File: src/rtl/core/blms_pkg.sv
// Shared types, widths and constants for the button and LED mode sequencer.
// No dependencies; every other file of the block refers to this package.
`timescale 1ns / 1ps

package blms_pkg;

  // sizing of the event queue and the LED bank
  localparam int FIFO_DEPTH = 10;
  localparam int LED_COUNT  = 4;

  localparam int HEAD_W = (FIFO_DEPTH > 1) ? $clog2(FIFO_DEPTH) : 1;
  localparam int CNT_W  = $clog2(FIFO_DEPTH + 1);
  localparam int SUM_W  = CNT_W + 1;
  localparam int POS_W  = (LED_COUNT > 1) ? $clog2(LED_COUNT) : 1;
  localparam int LED_W  = LED_COUNT;

  // field widths of the channels
  localparam int ACTION_W   = 2;
  localparam int BUTTON_W   = 2;
  localparam int MODE_W     = 2;
  localparam int LEVEL_W    = 16;
  localparam int STEP_W     = 16;
  localparam int DEBOUNCE_W = 10;
  localparam int FADE_W     = 8;
  localparam int CFG_IDX_W  = 3;
  localparam int CFG_DATA_W = 16;
  localparam int MODE_COUNT = 4;

  // configuration reset values
  localparam logic [DEBOUNCE_W-1:0] DEBOUNCE_RST = DEBOUNCE_W'(50);
  localparam logic [STEP_W-1:0]     DELAY0_RST   = STEP_W'(200);
  localparam logic [STEP_W-1:0]     DELAY1_RST   = STEP_W'(500);
  localparam logic [STEP_W-1:0]     DELAY2_RST   = STEP_W'(100);
  localparam logic [STEP_W-1:0]     DELAY3_RST   = STEP_W'(500);

  localparam logic [DEBOUNCE_W-1:0] SINCE_MAX = '1;
  localparam logic [FADE_W-1:0]     FADE_MAX  = '1;

  // configuration register indexes
  localparam logic [CFG_IDX_W-1:0] REG_DEBOUNCE = 3'd0;
  localparam logic [CFG_IDX_W-1:0] REG_DELAY0   = 3'd1;
  localparam logic [CFG_IDX_W-1:0] REG_DELAY1   = 3'd2;
  localparam logic [CFG_IDX_W-1:0] REG_DELAY2   = 3'd3;
  localparam logic [CFG_IDX_W-1:0] REG_DELAY3   = 3'd4;

  // button codes
  localparam logic [BUTTON_W-1:0] BTN_1 = 2'd0;
  localparam logic [BUTTON_W-1:0] BTN_2 = 2'd1;
  localparam logic [BUTTON_W-1:0] BTN_3 = 2'd2;

  typedef enum logic [ACTION_W-1:0] {
    ACT_TICK    = 2'd0,
    ACT_PRESS   = 2'd1,
    ACT_PWM_CLK = 2'd2,
    ACT_NOP     = 2'd3
  } action_t;

  typedef enum logic [MODE_W-1:0] {
    MODE_UP    = 2'd0,
    MODE_BLINK = 2'd1,
    MODE_DOWN  = 2'd2,
    MODE_FADE  = 2'd3
  } mode_t;

  // mode transition table, indexed by current mode and button event
  function automatic mode_t next_mode(input mode_t cur, input logic [BUTTON_W-1:0] evt);
    mode_t res;
    res = cur;
    case (cur)
      MODE_UP: begin
        case (evt)
          BTN_2:   res = MODE_BLINK;
          BTN_3:   res = MODE_FADE;
          default: res = MODE_DOWN;
        endcase
      end
      MODE_BLINK: begin
        case (evt)
          BTN_2:   res = MODE_DOWN;
          BTN_3:   res = MODE_FADE;
          default: res = MODE_UP;
        endcase
      end
      MODE_DOWN: begin
        case (evt)
          BTN_2:   res = MODE_UP;
          BTN_3:   res = MODE_FADE;
          default: res = MODE_BLINK;
        endcase
      end
      default: res = MODE_UP;
    endcase
    return res;
  endfunction

endpackage

File: src/rtl/core/blms_if.sv
// Valid/ready channel interfaces: input events, results and configuration writes.
// Depends on blms_pkg for field widths.
`timescale 1ns / 1ps

interface blms_in_if;
  logic                          valid;
  logic                          ready;
  logic [blms_pkg::ACTION_W-1:0] action;
  logic [blms_pkg::BUTTON_W-1:0] button;

  modport source (output valid, action, button, input ready);
  modport sink   (input valid, action, button, output ready);
endinterface

interface blms_out_if;
  logic                         valid;
  logic                         ready;
  logic [blms_pkg::LED_W-1:0]   leds;
  logic [blms_pkg::MODE_W-1:0]  mode;
  logic [blms_pkg::LEVEL_W-1:0] pwm_level;
  logic                         press_dropped;

  modport source (output valid, leds, mode, pwm_level, press_dropped, input ready);
  modport sink   (input valid, leds, mode, pwm_level, press_dropped, output ready);
endinterface

interface blms_cfg_if;
  logic                            valid;
  logic                            ready;
  logic [blms_pkg::CFG_IDX_W-1:0]  index;
  logic [blms_pkg::CFG_DATA_W-1:0] data;

  modport source (output valid, index, data, input ready);
  modport sink   (input valid, index, data, output ready);
endinterface

File: src/rtl/core/button_led_mode_sequencer_unit.sv
// The result of a transaction sits in the output register the cycle after it is
// accepted. Throughput: one transaction per cycle unless the output stalls; the state
// update and the 8x8 fade multiply plus PWM compare form the single logic stage.
// Reset: rst_n synchronous, active low; clears mode, timers, queue pointers and
// pattern state and loads the default delays. Queue entries are not cleared.
// Depends on blms_pkg and the channel interfaces in blms_if.sv.
`timescale 1ns / 1ps

module button_led_mode_sequencer_unit (
  input  logic        clk,
  input  logic        rst_n,
  blms_in_if.sink     in_ch,
  blms_out_if.source  out_ch,
  blms_cfg_if.sink    cfg_ch
);

  // configuration registers
  logic [blms_pkg::DEBOUNCE_W-1:0] debounce_r;
  logic [blms_pkg::STEP_W-1:0]     delay_r [blms_pkg::MODE_COUNT];

  // sequencer state
  blms_pkg::mode_t                 mode_r, mode_nxt;
  logic [blms_pkg::STEP_W-1:0]     step_r, step_nxt;
  logic [blms_pkg::DEBOUNCE_W-1:0] since_r, since_nxt;
  logic [blms_pkg::BUTTON_W-1:0]   fifo_r [blms_pkg::FIFO_DEPTH];
  logic [blms_pkg::HEAD_W-1:0]     head_r, head_nxt;
  logic [blms_pkg::CNT_W-1:0]      count_r, count_nxt;
  logic [blms_pkg::POS_W-1:0]      up_r, up_nxt;
  logic [blms_pkg::POS_W-1:0]      down_r, down_nxt;
  logic                            blink_r, blink_nxt;
  logic [blms_pkg::LED_W-1:0]      pattern_r, pattern_nxt;
  logic [blms_pkg::FADE_W-1:0]     fade_r, fade_nxt;
  logic                            rising_r, rising_nxt;
  logic [blms_pkg::LEVEL_W-1:0]    pwmcnt_r, pwmcnt_nxt;

  // output register
  logic                            out_valid_r;
  logic [blms_pkg::LED_W-1:0]      leds_r, leds_nxt;
  logic [blms_pkg::MODE_W-1:0]     mode_out_r;
  logic [blms_pkg::LEVEL_W-1:0]    level_r, level_nxt;
  logic                            dropped_r, dropped_nxt;

  // helper signals
  logic                            in_ready;
  logic                            in_acc;
  logic                            cfg_acc;
  blms_pkg::action_t               act;
  blms_pkg::mode_t                 sel_mode;
  logic [blms_pkg::STEP_W-1:0]     step_inc;
  logic [blms_pkg::BUTTON_W-1:0]   head_evt;
  logic                            fifo_wr_en;
  logic [blms_pkg::HEAD_W-1:0]     fifo_wr_idx;
  logic [blms_pkg::SUM_W-1:0]      wr_sum;

  // only the three real buttons count as presses
  function automatic logic button_ok(input logic [blms_pkg::BUTTON_W-1:0] btn);
    return (btn == blms_pkg::BTN_1) || (btn == blms_pkg::BTN_2) || (btn == blms_pkg::BTN_3);
  endfunction

  // handshakes: a new transaction enters whenever the output slot frees up
  assign in_ready     = !out_valid_r || out_ch.ready;
  assign in_acc       = in_ch.valid && in_ready;
  assign in_ch.ready  = in_ready;
  assign cfg_ch.ready = 1'b1;
  assign cfg_acc      = cfg_ch.valid;
  assign act          = blms_pkg::action_t'(in_ch.action);

  // queue head entry and tail slot
  assign head_evt = (fifo_r[head_r] == 2'd3) ? blms_pkg::BTN_1 : fifo_r[head_r];
  assign wr_sum   = blms_pkg::SUM_W'(head_r) + blms_pkg::SUM_W'(count_r);
  assign step_inc = step_r + blms_pkg::STEP_W'(1);

  always_comb begin
    if (wr_sum >= blms_pkg::SUM_W'(blms_pkg::FIFO_DEPTH)) begin
      fifo_wr_idx = blms_pkg::HEAD_W'(wr_sum - blms_pkg::SUM_W'(blms_pkg::FIFO_DEPTH));
    end else begin
      fifo_wr_idx = blms_pkg::HEAD_W'(wr_sum);
    end
  end

  // next state for one transaction
  always_comb begin
    mode_nxt    = mode_r;
    step_nxt    = step_r;
    since_nxt   = since_r;
    head_nxt    = head_r;
    count_nxt   = count_r;
    up_nxt      = up_r;
    down_nxt    = down_r;
    blink_nxt   = blink_r;
    pattern_nxt = pattern_r;
    fade_nxt    = fade_r;
    rising_nxt  = rising_r;
    pwmcnt_nxt  = pwmcnt_r;
    dropped_nxt = 1'b0;
    fifo_wr_en  = 1'b0;
    sel_mode    = mode_r;

    case (act)
      blms_pkg::ACT_TICK: begin
        if (since_r != blms_pkg::SINCE_MAX) begin
          since_nxt = since_r + blms_pkg::DEBOUNCE_W'(1);
        end
        step_nxt = step_inc;
        if (!(step_inc < delay_r[mode_r] && step_inc != '0)) begin
          step_nxt = '0;
          // take one button event from the queue
          if (count_r != '0) begin
            sel_mode  = blms_pkg::next_mode(mode_r, head_evt);
            head_nxt  = (head_r == blms_pkg::HEAD_W'(blms_pkg::FIFO_DEPTH - 1)) ? '0 :
                        head_r + blms_pkg::HEAD_W'(1);
            count_nxt = count_r - blms_pkg::CNT_W'(1);
            if (sel_mode != mode_r) begin
              pattern_nxt = '0;
              if (sel_mode == blms_pkg::MODE_FADE) begin
                pwmcnt_nxt = '0;
              end
            end
          end
          mode_nxt = sel_mode;
          // step of the resulting mode
          case (sel_mode)
            blms_pkg::MODE_UP: begin
              pattern_nxt = blms_pkg::LED_W'(1) << up_r;
              up_nxt = (up_r == blms_pkg::POS_W'(blms_pkg::LED_COUNT - 1)) ? '0 :
                       up_r + blms_pkg::POS_W'(1);
            end
            blms_pkg::MODE_BLINK: begin
              pattern_nxt = blink_r ? '1 : '0;
              blink_nxt   = !blink_r;
            end
            blms_pkg::MODE_DOWN: begin
              pattern_nxt = blms_pkg::LED_W'(1) << down_r;
              down_nxt = (down_r == '0) ? blms_pkg::POS_W'(blms_pkg::LED_COUNT - 1) :
                         down_r - blms_pkg::POS_W'(1);
            end
            default: begin
            end
          endcase
        end
      end
      blms_pkg::ACT_PRESS: begin
        if (button_ok(in_ch.button) && since_r > debounce_r) begin
          since_nxt = '0;
          if (count_r >= blms_pkg::CNT_W'(blms_pkg::FIFO_DEPTH)) begin
            dropped_nxt = 1'b1;
          end else begin
            fifo_wr_en = 1'b1;
            count_nxt  = count_r + blms_pkg::CNT_W'(1);
          end
        end
      end
      blms_pkg::ACT_PWM_CLK: begin
        if (mode_r == blms_pkg::MODE_FADE) begin
          pwmcnt_nxt = pwmcnt_r + blms_pkg::LEVEL_W'(1);
          // fade walks one step per counter wrap, holding one wrap at each end
          if (pwmcnt_nxt == '0) begin
            if (rising_r) begin
              if (fade_r == blms_pkg::FADE_MAX) begin
                rising_nxt = 1'b0;
              end else begin
                fade_nxt = fade_r + blms_pkg::FADE_W'(1);
              end
            end else begin
              if (fade_r == '0) begin
                rising_nxt = 1'b1;
              end else begin
                fade_nxt = fade_r - blms_pkg::FADE_W'(1);
              end
            end
          end
        end
      end
      default: begin
      end
    endcase
  end

  // result fields from the updated state
  always_comb begin
    level_nxt = blms_pkg::LEVEL_W'(fade_nxt) * blms_pkg::LEVEL_W'(fade_nxt);
    leds_nxt  = pattern_nxt;
    if (mode_nxt == blms_pkg::MODE_FADE) begin
      leds_nxt[0] = (pwmcnt_nxt < level_nxt);
    end
  end

  // configuration writes
  always_ff @(posedge clk) begin
    if (!rst_n) begin
      debounce_r <= blms_pkg::DEBOUNCE_RST;
      delay_r[0] <= blms_pkg::DELAY0_RST;
      delay_r[1] <= blms_pkg::DELAY1_RST;
      delay_r[2] <= blms_pkg::DELAY2_RST;
      delay_r[3] <= blms_pkg::DELAY3_RST;
    end else if (cfg_acc) begin
      case (cfg_ch.index)
        blms_pkg::REG_DEBOUNCE: debounce_r <= cfg_ch.data[blms_pkg::DEBOUNCE_W-1:0];
        blms_pkg::REG_DELAY0:   delay_r[0] <= cfg_ch.data;
        blms_pkg::REG_DELAY1:   delay_r[1] <= cfg_ch.data;
        blms_pkg::REG_DELAY2:   delay_r[2] <= cfg_ch.data;
        blms_pkg::REG_DELAY3:   delay_r[3] <= cfg_ch.data;
        default: begin
        end
      endcase
    end
  end

  // sequencer state registers
  always_ff @(posedge clk) begin
    if (!rst_n) begin
      mode_r    <= blms_pkg::MODE_UP;
      step_r    <= '0;
      since_r   <= '0;
      head_r    <= '0;
      count_r   <= '0;
      up_r      <= '0;
      down_r    <= blms_pkg::POS_W'(blms_pkg::LED_COUNT - 1);
      blink_r   <= 1'b0;
      pattern_r <= '0;
      fade_r    <= '0;
      rising_r  <= 1'b1;
      pwmcnt_r  <= '0;
    end else if (in_acc) begin
      mode_r    <= mode_nxt;
      step_r    <= step_nxt;
      since_r   <= since_nxt;
      head_r    <= head_nxt;
      count_r   <= count_nxt;
      up_r      <= up_nxt;
      down_r    <= down_nxt;
      blink_r   <= blink_nxt;
      pattern_r <= pattern_nxt;
      fade_r    <= fade_nxt;
      rising_r  <= rising_nxt;
      pwmcnt_r  <= pwmcnt_nxt;
    end
  end

  // event queue storage, contents undefined until written
  always_ff @(posedge clk) begin
    if (in_acc && fifo_wr_en) begin
      fifo_r[fifo_wr_idx] <= in_ch.button;
    end
  end

  // output register
  always_ff @(posedge clk) begin
    if (!rst_n) begin
      out_valid_r <= 1'b0;
    end else if (in_acc) begin
      out_valid_r <= 1'b1;
    end else if (out_ch.ready) begin
      out_valid_r <= 1'b0;
    end
  end

  always_ff @(posedge clk) begin
    if (in_acc) begin
      leds_r     <= leds_nxt;
      mode_out_r <= mode_nxt;
      level_r    <= level_nxt;
      dropped_r  <= dropped_nxt;
    end
  end

  assign out_ch.valid         = out_valid_r;
  assign out_ch.leds          = leds_r;
  assign out_ch.mode          = mode_out_r;
  assign out_ch.pwm_level     = level_r;
  assign out_ch.press_dropped = dropped_r;

endmodule
File: src/flat_wrapper.sv
// flat-port wrapper written by rule: the top's interface ports become plain ports
module button_led_mode_sequencer_unit_flat 
  (clk, rst_n, in_ch_valid, in_ch_action, in_ch_button, in_ch_ready, out_ch_valid, out_ch_leds, out_ch_mode, out_ch_pwm_level, out_ch_press_dropped, out_ch_ready, cfg_ch_valid, cfg_ch_index, cfg_ch_data, cfg_ch_ready);
  blms_in_if in_ch_i ();
  blms_out_if out_ch_i ();
  blms_cfg_if cfg_ch_i ();
  input  logic clk;
  input  logic rst_n;
  input wire logic [$bits(in_ch_i.valid)-1:0] in_ch_valid;
  input wire logic [$bits(in_ch_i.action)-1:0] in_ch_action;
  input wire logic [$bits(in_ch_i.button)-1:0] in_ch_button;
  output wire logic [$bits(in_ch_i.ready)-1:0] in_ch_ready;
  output wire logic [$bits(out_ch_i.valid)-1:0] out_ch_valid;
  output wire logic [$bits(out_ch_i.leds)-1:0] out_ch_leds;
  output wire logic [$bits(out_ch_i.mode)-1:0] out_ch_mode;
  output wire logic [$bits(out_ch_i.pwm_level)-1:0] out_ch_pwm_level;
  output wire logic [$bits(out_ch_i.press_dropped)-1:0] out_ch_press_dropped;
  input wire logic [$bits(out_ch_i.ready)-1:0] out_ch_ready;
  input wire logic [$bits(cfg_ch_i.valid)-1:0] cfg_ch_valid;
  input wire logic [$bits(cfg_ch_i.index)-1:0] cfg_ch_index;
  input wire logic [$bits(cfg_ch_i.data)-1:0] cfg_ch_data;
  output wire logic [$bits(cfg_ch_i.ready)-1:0] cfg_ch_ready;
  assign in_ch_i.valid = in_ch_valid;
  assign in_ch_i.action = in_ch_action;
  assign in_ch_i.button = in_ch_button;
  assign in_ch_ready = in_ch_i.ready;
  assign out_ch_valid = out_ch_i.valid;
  assign out_ch_leds = out_ch_i.leds;
  assign out_ch_mode = out_ch_i.mode;
  assign out_ch_pwm_level = out_ch_i.pwm_level;
  assign out_ch_press_dropped = out_ch_i.press_dropped;
  assign out_ch_i.ready = out_ch_ready;
  assign cfg_ch_i.valid = cfg_ch_valid;
  assign cfg_ch_i.index = cfg_ch_index;
  assign cfg_ch_i.data = cfg_ch_data;
  assign cfg_ch_ready = cfg_ch_i.ready;
  button_led_mode_sequencer_unit u_core (.clk(clk), .rst_n(rst_n), .in_ch(in_ch_i), .out_ch(out_ch_i), .cfg_ch(cfg_ch_i));
endmodule
File: config.mk
export PLATFORM = sky130hd
export DESIGN_NAME = button_led_mode_sequencer_unit_flat
export DESIGN_NICKNAME = d
export VERILOG_FILES = /design/src/rtl/core/blms_pkg.sv /design/src/rtl/core/blms_if.sv /design/src/rtl/core/button_led_mode_sequencer_unit.sv /design/src/flat_wrapper.sv
export SDC_FILE = /design/constraint.sdc
export NUM_CORES = 1
export LEC_CHECK = 0
export BUFFER_PORTS_ARGS = -buffer_cell sky130_fd_sc_hd__buf_2
export CAP_MARGIN = 20
export CORE_AREA = 2 2 192 157
export DETAILED_ROUTE_END_ITERATION = 10
export DIE_AREA = 0 0 194 159
export PLACE_DENSITY = 0.6
export SLEW_MARGIN = 20
export SYNTH_ARGS = -nofsm -noshare
export SYNTH_HDL_FRONTEND = slang
export SYNTH_SLANG_ARGS = --single-unit
File: constraint.sdc
create_clock -name clk -period 10.2 [get_ports clk]
set_input_delay 2.04 -clock clk [delete_from_list [all_inputs] [get_ports clk]]
set_output_delay 2.04 -clock clk [all_outputs]
set_load 0.1 [all_outputs]
-- After elaboration in Yosys (flattened, before gate mapping)
Memory sizes are Yosys's and may differ from the RTL's. A register that Yosys moved wholly into a read port is not among the register bits.
Index checks and enable logic that the tools add are counted.
- word-level logic and storage cells: 185
- register bits after elaboration: 104
- input bits: 28
- bits in latches: 0
- RAM bits: 84
- ROM bits: 0
- output and inout port bits: 26
- memories: 2
- equal/unequal tests: 28
- shift-type cells: 2
- add/sub/neg operators: 12
- $mul: 1
- reduce and logical (&&, ||, !) cells: 31
- div/mod/pow operators: 0
- order comparisons: 5
- mux-type cells: 81
- bitwise gates (word level): 5
- memory list (memory ; words ; width ; rd ports ; clocked after Yosys merged registers in ; write ports ; line ; RTL):
    u_core.delay_r ; 4 ; 16 ; 1 ; 1 ; 4 ; button_led_mode_sequencer_unit.sv:19 ; logic [blms_pkg::STEP_W-1:0] delay_r [blms_pkg::MODE_COUNT];
    u_core.fifo_r ; 10 ; 2 ; 1 ; 1 ; 1 ; button_led_mode_sequencer_unit.sv:25 ; logic [blms_pkg::BUTTON_W-1:0] fifo_r [blms_pkg::FIFO_DEPTH];
- operators with widths (cell ; number):
    16-bit 2-to-1 mux ; 10
    4-bit 2-to-1 mux ; 13
    8-bit 2-to-1 mux ; 6
    16-bit by 1-bit adder with 16-bit output, second input constant ; 2
    16-bit less-than comparator ; 2
    16-bit one-hot mux with 2 select lines ; 1
    1-bit 2-to-1 mux ; 29
    2-bit 2-to-1 mux ; 13
    4-bit AND reduction ; 6
    2-bit equality test, second input constant ; 10
    10-bit 2-to-1 mux ; 2
    10-bit one-hot mux with 2 select lines ; 1
    16-bit logical NOT ; 1
    8-bit by 8-bit multiplier with 16-bit output ; 1
    16-bit nonzero test ; 1
    2-bit one-hot mux with 2 select lines ; 3
    4-bit one-hot mux with 3 select lines ; 1
    10-bit by 1-bit adder with 10-bit output, second input constant ; 1
    2-bit by 1-bit equality test with 1-bit output, second input constant ; 5
    10-bit > comparator ; 1
    2-bit logical NOT ; 5
    10-bit inequality test, second input constant ; 1
    4-bit by 1-bit adder with 4-bit output, second input constant ; 2
    8-bit by 1-bit adder with 8-bit output, second input constant ; 1
    other kinds (30) ; 47

-- Depth between registers and ports, before layout
- word-level depth: 16
- mapped depth: 35
- depth with buffers taken out: 33

-- Worst setup path before layout
OpenSTA, ideal clock, no wires.
- kind: input port to flip-flop
- start: in in_ch_action[1]
- end: reg u_core.leds_r, in the netlist u_core.out_ch.leds[0] (data pin)
- cell stages on the path: 25
- buffers on the path: 0
- required time: 9941 ps
- slack: 1834 ps
- library setup time: 259 ps
- arrival: 8107 ps
- path through: nor2b_1 > nand2_1 > nor4b_1 > nand3_1 > nor3_4 > mux2i_1 > or2_2 > inv_1 > fa_1 > fa_1 > inv_1 > fa_1 > fa_1 > inv_1 > ha_1 > a21oi_1 > o21bai_1 > a41o_1 > o21ba_2 > xor2_1 > ha_1 > nand4_1 > nor2_1 > nand2_1 > o31a_1
- longest elaborated chain between the ends: 5
- elaborated cells between the ends (all ways): 10
- those cells by class: mul (1); order compare (1); eq/ne (2); mux (5); reduce/logical (1)
- RTL lines (item ; line ; RTL):
    start, declared ; flat_wrapper.sv:10 ; input wire logic [$bits(in_ch_i.action)-1:0] in_ch_action;
    2-bit equality test ; button_led_mode_sequencer_unit.sv:99 ; case (act)
    8-bit 2-to-1 mux ; button_led_mode_sequencer_unit.sv:99 ;
    8-bit by 8-bit multiplier with 16-bit output ; button_led_mode_sequencer_unit.sv:181 ; level_nxt = blms_pkg::LEVEL_W'(fade_nxt) * blms_pkg::LEVEL_W'(fade_nxt);
    16-bit less-than comparator ; button_led_mode_sequencer_unit.sv:184 ; leds_nxt[0] = (pwmcnt_nxt < level_nxt);
    1-bit 2-to-1 mux * ; button_led_mode_sequencer_unit.sv:183 ; if (mode_nxt == blms_pkg::MODE_FADE) begin
    named net u_core.leds_nxt (one bit) ; button_led_mode_sequencer_unit.sv:38 ; logic [blms_pkg::LED_W-1:0] leds_r, leds_nxt;
    end signal, assigned ; button_led_mode_sequencer_unit.sv:260 ; leds_r <= leds_nxt;
    end, declared ; button_led_mode_sequencer_unit.sv:38 ;
The timed path passes the listed nets; every way through them passes the cells marked *.
A chain may end at the register's enable or synchronous reset.

-- Final worst setup path
Ends and elaborated chain as after synthesis.

==> results.md <==
- Vias in the first global route: 9217
- Fmax achieved: 0.111 GHz
- Hold path start: u_core.debounce_r[6]
- DR WL/cell: 16.9 um
- Layout cells sized above 1: 12.7%
- Commonest non-fill, non-tap cell in the layout: inv_1
- Max FO, Critical Path: 20
- Endpoints failing setup: 0
- Sequential cell area: 4920 um2
- R2R Path Start: u_core.pwmcnt_r[0]
- Worst path required time: 10.39 ns
- Post-synthesis area per instance: 9.51 um2
- Part of the power in the clock network: 40.3%
- CTS sink count: 193
- Die outline height: 159 um
- Pwr per Cell Area: 124 nW/um2
- Yosys warns: 0
- Synthesized area: 12800 um2
- Total GRT Usage: 19.5%
- Syn Nets: 1490
- Max_cap viols: 0
- Crit path DAT: 9.19 ns
- Most frequent cells in the layout: 110 x inv_1, 106 x edfxtp_1, 103 x nand2_1
- RD Place Congestion: 0.874
- Final wirelength: 29700 um
- Psw: 0.503 mW
- Area of the core: 28900 um2
- R2r endpoint: u_core.out_ch.leds[0]
- Initial DRC count: 834
- Synthesized flop and latch total: 193
- CTS Hold Bufs: 0
- Die area: 30800 um2
- H-tree levels: 4
- Worst-path clk slew: 0.08 ns
- CP max stage delay: 0.69 ns
- Starting Density: 44.5%
- Sequential area share after synthesis: 38.4%
- First-pass GRT wire length: 48700 um
- Post-CTS sizing: 0
- Final Hold Viols: 0
- Setup Fix Bufs, Post-CTS: 0
- Die width: 194 um
- N_diodes: 0
- Top FF cell, synth: edfxtp_1
- Fillers: 2743
- Leakage power: 5.55 nW
- Hold WC Path Type: reg2reg
- Slew HR: 30.0%
- Vias per cell: 5.61
- Largest net degree at the start of global routing: 43
- Worst Reg-to-Reg Cells: 25
- Yosys cell types: 78
- Final Max Slew Viols: 0
- Period utilization: 88.2%
- CTS Buf Count: 17
- Worst setup EP type: register
- CP most frequent cell: fa_1
- Power Total: 1.74 mW
- Async SR Flop Fraction: 0%
- CTS root buffer: clkbuf_16
- Internal power: 1.24 mW
- Setup Total Neg Slack: 0 ns
- Footprint of the multi-input gates: 7220 um2
- Nets: 1504
- Shortest period the worst path allows: 8.99 ns
- Area Overhead vs Synth: 9.28%
- Final Core Density: 48.6%
- IO Pins: 54
- Worst-margin pin slew: 1.05 ns
- RSZ-0062 raised after global routing: false
- CP max-delay cell: mux2i_1
- Combinational power share: 10.2%
- Final Skew: 0.0133 ns
- Sw Share: 28.9%
- Status: complete, no violations
- CP startpoint kind: input pin
- Max clock buf depth: 2
- Post-synth EDFFs: 106
- Peak VDD IR: 0.120 mV
- Total grt overflow: 0
- Number of I/O port buffers: 51
- CP Buf/Inv Count: 4
- Top Family by Delay on Critical Path: adder cells
- Antenna violations before repair: 0
- Total number of vias: 9848
- FP Rows: 56
- Post-DP HPWL: 21400 um
- DRT antenna net count: 0
- # DRC: 0
- DR pass1 iterations: 5
- Clock Latency Late Sink: 0.45 ns
- CTS tree: done
- Worst Hold Depth: 2
- Cells after Synth: 1350
- Crit path kind: in2reg
- Min-Delay Endpoint: u_core.debounce_r[6]
- Sequential Power Share: 49.5%
- Setup slack, reg-to-reg: 2.18 ns
==> through the flow <==
stage	instance area, um2	worst slack, ns	std cells	hold WS (ns)
after floorplan	12800	1.83	1350	0.436
final	14000	1.21	1754	0.459
after CTS	14000	1.24	1753	0.460
after detailed placement	13400	0.773	1721	0.448
after global routing	14000	0.741	1754	0.480
after global placement	13400	0.984	1721	0.446
==> logic make-up after synthesis <==
group | share of synthesized area, %
DFF | 38.4
xor gates and xnor gates | 3.55
and+or+nand+nor | 19.9
other | 0.0585
buffers and inverters | 5.62
adders and majority gates | 12.5
AOI/OAI and AO/OA | 14.1
muxes | 5.99
==> power groups by stage <==
stage / Combinational, mW / Sequential, mW / Clock [mW]
2_1_floorplan: 0.101 / 0.908 / 0
3_3_place_gp: 0.176 / 0.880 / 0
3_5_place_dp: 0.179 / 0.881 / 0
4_1_cts: 0.179 / 0.863 / 0.717
5_1_grt: 0.195 / 0.866 / 0.743
6_report: 0.179 / 0.863 / 0.703
==> how the worst max path moves through the flow <==
stage	startpoint	end	slack, ns	cells past startpoint
after floorplan	in_ch_action[1]	u_core.out_ch.leds[0]	1.83	25
after global placement	in_ch_action[1]	u_core.out_ch.leds[0]	0.98	26
after detailed placement	in_ch_action[1]	u_core.out_ch.leds[0]	0.77	26
after CTS	in_ch_action[1]	u_core.out_ch.leds[0]	1.24	26
after global routing	in_ch_action[1]	u_core.out_ch.leds[0]	0.74	26
final	in_ch_action[1]	u_core.out_ch.leds[0]	1.21	26
==> layout make-up <==
type                       count  share of cell area, %
tap                          377                   3.36
clock inverter                15                   1.37
inverter                     111                   2.97
timing repair buffer          67                   2.68
clock buffer                  17                   3.03
multi-input combinational    974                   51.5
sequential                   193                   35.1
==> registers in the layout (all words and copies together), names as in the netlist, 4 cells and up, named ones only <==
name and flops:
u_core.step_r 16, u_core.head_r 4, u_core.fifo_r 20, u_core.since_r 10, u_core.count_r 4, u_core.debounce_r 10, u_core.out_ch.leds 4, u_core.fade_r 8
u_core.pwmcnt_r 16, u_core.out_ch.pwm_level 15, u_core.delay_r 64, u_core.pattern_r 4
==> Yosys cell counts, types with 19 or more instances <==
cell,count,area share (%)
fa_1,27,4.2
xor2_1,19,1.3
clkbuf_1,51,1.5
and2_1,55,2.7
edfxtp_1,106,25
nand2_1,103,3.0
o21ai_0,60,2.3
nor3_1,35,1.4
mux2i_1,25,1.9
inv_1,111,3.2
a21oi_1,86,3.4
mux4_2,19,3.3
a21o_1,19,1.1
dfxtp_1,87,14
ha_1,85,8.3
nand3_1,47,1.8
xnor2_1,33,2.3
nor2_1,96,2.8
==> worst register-to-register path: stages (launching register included) <==
cell and delay [ns]:
dfxtp_1 0.62, ha_1 0.51, a31oi_1 0.24, nor4b_1 0.34, nand3_1 0.28, nor3_4 0.41
mux2i_1 0.70, or2_2 0.26, inv_1 0.06, fa_1 0.48, fa_1 0.54, inv_1 0.05
fa_1 0.50, fa_1 0.54, inv_1 0.04, ha_1 0.33, a21oi_1 0.22, o21bai_1 0.11
a41o_1 0.26, o21ba_2 0.24, xor2_1 0.14, ha_1 0.32, nand4_1 0.10, nor2_1 0.14
nand2_1 0.07, o31a_1 0.28
==> metal layers <==
layer  global-route usage [%]  share of wire [%]  vias up
met3                     3.73                6.1       27
met5                        0                  0        -
met4                     4.79                1.4        0
met1                     30.0                 51     4692
met2                     28.0                 42      271
li1                         -                  -     4858
Power figures use the tool's default switching activity.
